===== config.mk =====
export PLATFORM = sky130hd
export DESIGN_NAME = mbg_map
export DESIGN_NICKNAME = d
export VERILOG_FILES = /design/src/rtl/core/mbg_pkg.sv /design/src/rtl/core/mbg_map.sv
export SDC_FILE = /design/constraint.sdc
export NUM_CORES = 2
export LEC_CHECK = 0
export CORE_ASPECT_RATIO = 1.2
export CORE_MARGIN = 3
export CORE_UTILIZATION = 40
export DETAILED_ROUTE_END_ITERATION = 10
export DONT_BUFFER_PORTS = 1
export GPL_TIMING_DRIVEN = 1
export PLACE_DENSITY = 0.51
export SLEW_MARGIN = 20
export SYNTH_ARGS = -nofsm -noshare
export SYNTH_HDL_FRONTEND = slang
export SYNTH_SLANG_ARGS = --single-unit
export TNS_END_PERCENT = 50

===== constraint.sdc =====
create_clock -name clk_i -period 5.09 [get_ports clk_i]
set_input_delay 0.2545 -clock clk_i [delete_from_list [all_inputs] [get_ports clk_i]]
set_output_delay 0.2545 -clock clk_i [all_outputs]
set_load 0.05 [all_outputs]

===== src/rtl/core/mbg_pkg.sv =====
// ----------------------------------------------------------------------------
// mbg_pkg: shared types and constants for the Mandelbrot grid unit
// Fixed-point format, iteration limits, config register indexes and the
// word that travels down the chain of iteration cells.
// ----------------------------------------------------------------------------
package mbg_pkg;

  // Q4.28 signed fixed point
  localparam int unsigned FRAC_BITS = 28;
  // most z*z+c steps per pixel, one cell each
  localparam int unsigned MAX_ITER  = 64;
  // width of the iteration count register and the cell index
  localparam int unsigned CNT_W     = 7;
  // point width
  localparam int unsigned PT_W      = 32;
  // z is held wide enough for one unchecked step out of the |z|<=2 box
  localparam int unsigned ZW        = 34;
  // multiplier operand: an in-box z fits 31 bits signed
  localparam int unsigned OP_W      = 31;
  // pixel index width
  localparam int unsigned IDX_W     = 12;
  // step register width
  localparam int unsigned STEP_W    = 31;

  // config register indexes
  typedef enum logic [2:0] {
    CFG_REAL_START = 3'd0,
    CFG_REAL_STEP  = 3'd1,
    CFG_IMAG_START = 3'd2,
    CFG_IMAG_STEP  = 3'd3,
    CFG_ITER_COUNT = 3'd4
  } cfg_idx_e;

  // word handed from cell to cell
  typedef struct packed {
    logic                    valid;
    logic                    esc;    // sticky escape
    logic                    fresh;  // z was just produced by a step, not yet checked
    logic signed [ZW-1:0]    zr;
    logic signed [ZW-1:0]    zi;
    logic signed [PT_W-1:0]  cr;
    logic signed [PT_W-1:0]  ci;
  } cell_word_t;

endpackage


===== src/rtl/core/mbg_map.sv =====
// ----------------------------------------------------------------------------
// mbg_map: pixel index to complex point
// Two stages: index times step, then start plus offset saturated to 32 bits.
// Emits the first chain word with z = 0.
// ----------------------------------------------------------------------------
module mbg_map (
  input  logic                                clk_i,
  input  logic                                rst_ni,
  input  logic                                en_i,
  input  logic                                valid_i,
  input  logic [mbg_pkg::IDX_W-1:0]           column_i,
  input  logic [mbg_pkg::IDX_W-1:0]           row_i,
  input  logic signed [mbg_pkg::PT_W-1:0]     real_start_i,
  input  logic [mbg_pkg::STEP_W-1:0]          real_step_i,
  input  logic signed [mbg_pkg::PT_W-1:0]     imag_start_i,
  input  logic [mbg_pkg::STEP_W-1:0]          imag_step_i,
  output mbg_pkg::cell_word_t                 word_o
);

  localparam int unsigned PROD_W = mbg_pkg::IDX_W + mbg_pkg::STEP_W;
  localparam int unsigned SUM_W  = PROD_W + 2;
  localparam logic signed [SUM_W-1:0] SAT_MAX = SUM_W'(32'sh7fff_ffff);
  localparam logic signed [SUM_W-1:0] SAT_MIN = SUM_W'(-33'sh0_8000_0000);

  logic              v1_q;
  logic [PROD_W-1:0] off_r_q, off_i_q;
  logic signed [SUM_W-1:0] sum_r, sum_i;
  logic signed [mbg_pkg::PT_W-1:0] cr_d, ci_d;
  mbg_pkg::cell_word_t word_q;

  // stage 1: offsets
  always_ff @(posedge clk_i or negedge rst_ni) begin
    if (!rst_ni) begin
      v1_q <= 1'b0;
    end else if (en_i) begin
      v1_q <= valid_i;
    end
  end

  always_ff @(posedge clk_i) begin
    if (en_i) begin
      off_r_q <= PROD_W'(column_i) * PROD_W'(real_step_i);
      off_i_q <= PROD_W'(row_i) * PROD_W'(imag_step_i);
    end
  end

  // stage 2: add start and saturate
  always_comb begin
    sum_r = SUM_W'(real_start_i) + $signed({2'b00, off_r_q});
    sum_i = SUM_W'(imag_start_i) + $signed({2'b00, off_i_q});
    if (sum_r > SAT_MAX)      cr_d = mbg_pkg::PT_W'(SAT_MAX);
    else if (sum_r < SAT_MIN) cr_d = mbg_pkg::PT_W'(SAT_MIN);
    else                      cr_d = sum_r[mbg_pkg::PT_W-1:0];
    if (sum_i > SAT_MAX)      ci_d = mbg_pkg::PT_W'(SAT_MAX);
    else if (sum_i < SAT_MIN) ci_d = mbg_pkg::PT_W'(SAT_MIN);
    else                      ci_d = sum_i[mbg_pkg::PT_W-1:0];
  end

  always_ff @(posedge clk_i or negedge rst_ni) begin
    if (!rst_ni) begin
      word_q <= '0;
    end else if (en_i) begin
      word_q.valid <= v1_q;
      word_q.esc   <= 1'b0;
      word_q.fresh <= 1'b0;
      word_q.zr    <= '0;
      word_q.zi    <= '0;
      word_q.cr    <= cr_d;
      word_q.ci    <= ci_d;
    end
  end

  assign word_o = word_q;

endmodule


# [Word-level counts from Yosys, hierarchy flattened]
# Cells that the tools add are included.
[totals] reg_bits=152 latch_bits=0 ramBits=0 rom_bits=0 inputBits=154 out_inout_bits=135 n_memories=0
[classes] n_addsub=2 multipliers=2 div_mod_pow=0 magnitude_cmp=4 n_eq_ne=0 n_shift=0 muxes=4 bitwise=0 reduce_logical=0
[ops] op="$mux W32" n=4
[ops] op="$add A32 B44 Y45" n=2
[ops] op="$gt A45 B32 Y1 const B" n=2
[ops] op="$lt A45 B32 Y1 const B" n=2
[ops] op="$mul A12 B31 Y43" n=2

# [Logic depth before layout (Yosys ltp)]
[logic_depth] depth_word=4 ltp_mapped=24

# [Least setup slack after synthesis]
# OpenSTA, ideal clock, no wires.
[synth_path] path_type="input to register" from="input row_i[6] in the netlist's numbering" to="register off_i_q[36], data pin" arrival_time_ns=5.718 required_time_ns=4.895 path_slack_ns=-0.823 path_stages=22 path_buffers=1 path_cell_list="clkbuf_1 > nand2_1 > fa_1 > inv_1 > fa_1 > fa_1 > fa_1 > inv_1 > fa_1 > inv_1 > ha_1 > and3_1 > a221o_1 > a21oi_1 > nor2_1 > a31oi_1 > o21ai_0 > a21oi_1 > o21ai_0 > a21oi_1 > or4b_2 > o311ai_0"
[synth_between] elab_chain_len=1
[synth_lines] element="from (decl)" line_no="mbg_map.sv:12" source="input logic [mbg_pkg::IDX_W-1:0] row_i,"
[synth_lines] element="$mul A12 B31 Y43" line_no="mbg_map.sv:43" source="off_i_q <= PROD_W'(row_i) * PROD_W'(imag_step_i);"
[synth_lines] element="to (signal assigned)" line_no="mbg_map.sv:43"
[synth_lines] element="to (decl)" line_no="mbg_map.sv:26" source="logic [PROD_W-1:0] off_r_q, off_i_q;"
# Every way passes these cells.
# A chain may end at the register's enable or synchronous reset.

# [Final worst setup path]
[layout_path] from="input real_step_i[5] in the netlist's numbering" to="register off_r_q[42], data pin"
[layout_between] elab_chain_len=1
[layout_lines] element="from (decl)" line_no="mbg_map.sv:14" source="input logic [mbg_pkg::STEP_W-1:0] real_step_i,"
[layout_lines] element="$mul A12 B31 Y43" line_no="mbg_map.sv:42" source="off_r_q <= PROD_W'(column_i) * PROD_W'(real_step_i);"
[layout_lines] element="to (signal assigned)" line_no="mbg_map.sv:42"
[layout_lines] element="to (decl)" line_no="mbg_map.sv:26"
# Every way passes these cells.

==> flow_metrics.env <==
export IMPL_outcome="finished clean"
export IMPL_coreArea_mm2=0.0842
export IMPL_fin_skew_ns=0.0159
export IMPL_die_area_mm2=0.0891
export IMPL_clock_latency_ns=0.46
export IMPL_cts_root_buffer="clkbuf_16"
export IMPL_rsz0062_at_grt="yes"
export IMPL_ys_top_cells_by_count="inv_1, nand2_1, fa_1, ha_1, and2_1"
export IMPL_grt_overflow=0
export IMPL_endpoint_kind="flop"
export IMPL_grt_pass1_vias=27800
export IMPL_worst_slew_pin_slew_ns=0.688
export IMPL_hold_viol_final=0
export IMPL_vias=25900
export IMPL_wl_per_cell_um=18.8
export IMPL_initial_utilization=0.407
export IMPL_io_pins=289
export IMPL_critPathArrivalTime_ns=5.26
export IMPL_synth_top_area_frac=0.340
export IMPL_worst_setup_path_start_kind="input pin"
export IMPL_place_hpwl_um=76900
export IMPL_drc=0
export IMPL_die_y_um=326
export IMPL_die_x_um=273
export IMPL_dr_pass1_iters=5
export IMPL_crit_required_ns=5.31
export IMPL_max_freq_ghz=0.198
export IMPL_synthFlopType="edfxtp_1"
export IMPL_max_cap_violations=0
export IMPL_r2r_slack_ns=0.68
export IMPL_fin_crit_ns=5.04
export IMPL_core_rowCount=116
export IMPL_drv_slew=0
export IMPL_synth_seq_area_share=0.124
export IMPL_r2r_end="word_o[62]"
export IMPL_async_flop_share=0.434
export IMPL_hp_class="in2reg"
export IMPL_h_tree_depth=4
export IMPL_synth_area_top_cells="fa_1, ha_1, inv_1"
export IMPL_yosys_area_top_type="fa_1"
export IMPL_fin_crit_sh=0.990
export IMPL_critPathKind="in2reg"
export IMPL_antenna_found_initial=14
export IMPL_avgSynthCellArea_um2=8.71
export IMPL_grt_pass1_wl_um=152000
export IMPL_drt_wl_total_um=94700
export IMPL_gp_congestion=0.855
export IMPL_crit_fanout=12
export IMPL_grt_usage=0.217
export IMPL_r2r_cells=14
export IMPL_antenna_left=0
export IMPL_fin_cells=5048
export IMPL_hp_start="en_i"
export IMPL_hold_end="word_o[47]"
export IMPL_place_ws_ns=-0.551
export IMPL_synth_edff_count=86
export IMPL_cts_clk_slew_worst_paths_ns=0.08
export IMPL_final_layout_size_suffix_gt1_frac=0.102
export IMPL_routed_via_density=5.14
export IMPL_setup_slack_ns=0.0487
export IMPL_syn_area_mm2=0.0342
export IMPL_area_delta_synth_final_pct=8.07
export IMPL_rr_startpoint="off_r_q[0]"
export IMPL_portBuffers=0
export IMPL_yosys_warnings=0
export IMPL_setup_violations=0
export IMPL_min_path_cells=2
export IMPL_fin_nets=4895
export IMPL_syn_inst=3928
export IMPL_grt_start_max_net_pins=100
export IMPL_dp_cells=4995
export IMPL_cts_made_buffers=17
export IMPL_synth_distinct_cells=95
export IMPL_cts_max_path_buffers=2
export IMPL_yosys_cell_count_top_type="inv_1"
export IMPL_drt_initial_drc_count=1153
export IMPL_cts_tree="built"
export IMPL_clkSinkCount=152
export IMPL_relSlewSlack=0.539
export IMPL_ys_ff_latch=152
[per-layer routing]
metal  up-vias  share of wire  wire, um  GRT usage
met3       152          0.045      4290     0.0398
li1      12200              -         -          -
met5         -         0.0012       114          0
met1     13100           0.38     36100      0.239
met4        18          0.036      3450     0.0731
met2       456           0.54     50700      0.414
[timing repair]
action / CTS / global route
hold buffers: 6 / 0
setup buffers: 0 / 10
gates resized for setup: 1 / 67
pin swaps: 2 / 48
endpoints found under the setup margin: 3 / 18
hold endpoints to repair: 165 / 0
[worst max-delay path: stages]
cell and delay [ns]:
and2_4 0.14, fa_1 0.57, inv_2 0.05, fa_1 0.54, inv_2 0.04, fa_2 0.52, fa_1 0.42, fa_1 0.49
ha_4 0.29, o21a_1 0.17, nor2b_4 0.18, a311oi_4 0.06, o311a_1 0.42, o31ai_4 0.22, o31a_1 0.19, a31oi_2 0.11
or3_1 0.33, a31oi_1 0.17, xnor2_1 0.09
[sequential cells by signal, indices dropped and copies added (netlist names)]
register,cells
off_i_q,43
word_o,65
off_r_q,43
v1_q,1
[stage by stage]
stage | setup TNS, ns | instance area, um^2 | hold slack, ns | utilization
after floorplan | -2.41 | 35200 | -0.0411 | -
after global placement | -11.14 | 36000 | -0.0393 | 0.427
after detailed placement | -11.09 | 36000 | -0.0385 | 0.427
after global routing | -0.902 | 37000 | 0.00576 | 0.439
after CTS | 0 | 36700 | 0.00107 | 0.436
final | 0 | 37000 | 0.0317 | 0.439
[cell type report]
class                           count  area [um^2]
Fill cell                        8587        47200
Timing Repair Buffer              168         1360
Clock buffer                       17          425
Sequential cell                   152         4230
Antenna cell                        5         12.5
Inverter                          705         2650
Clock inverter                     15          183
Tap cell                         1121         1400
Multi-Input combinational cell   2865        26700
[logic make-up after synthesis]
| group | count (synthesis) | share of synthesized area |
|---|---|---|
| and+or+nand+nor | 1201 | 0.162 |
| buffers and inverters | 980 | 0.120 |
| adders and majority gates | 832 | 0.432 |
| AOI/OAI and AO/OA | 619 | 0.125 |
| DFF | 152 | 0.124 |
| xor gates and xnor gates | 139 | 0.0356 |
| muxes | 4 | 0.00128 |
| other | 1 | 0.000110 |
[how the worst max path moves through the flow]
stage / start / end / slack [ns] / cells past startpoint
2_1_floorplan: real_step_i[5] / off_r_q[42] / -0.41 / 20
3_3_place_gp: row_i[6] / off_i_q[38] / -0.53 / 23
3_5_place_dp: row_i[6] / off_i_q[38] / -0.55 / 23
4_1_cts: column_i[6] / off_r_q[39] / 0.007 / 22
5_1_grt: real_step_i[5] / off_r_q[42] / -0.14 / 19
6_report: real_step_i[5] / off_r_q[42] / 0.05 / 19
[placed cells by master (no fill, tap or decap), types with 14 or more instances in the layout]
master / n
o21ai_1: 38
nor2b_1: 14
ha_1: 236
fa_2: 15
inv_2: 20
nand4_1: 33
nand2_1: 609
a21o_1: 74
nand2b_1: 14
edfxtp_1: 86
a21oi_2: 42
conb_1: 70
o22ai_2: 29
a211oi_1: 21
nand3_1: 47
and2_1: 215
buf_4: 157
xor2_1: 46
inv_1: 685
o21a_1: 18
xnor2_1: 91
nor3_1: 33
a21oi_1: 126
clkbuf_16: 17
o21ai_0: 100
fa_1: 567
o211ai_1: 22
o21bai_1: 24
nor2_1: 148
dfrtp_1: 66
Power is left out: the tool's default activity adds up to more than one toggle a clock period on the data nets, which glitch-free logic cannot reach.
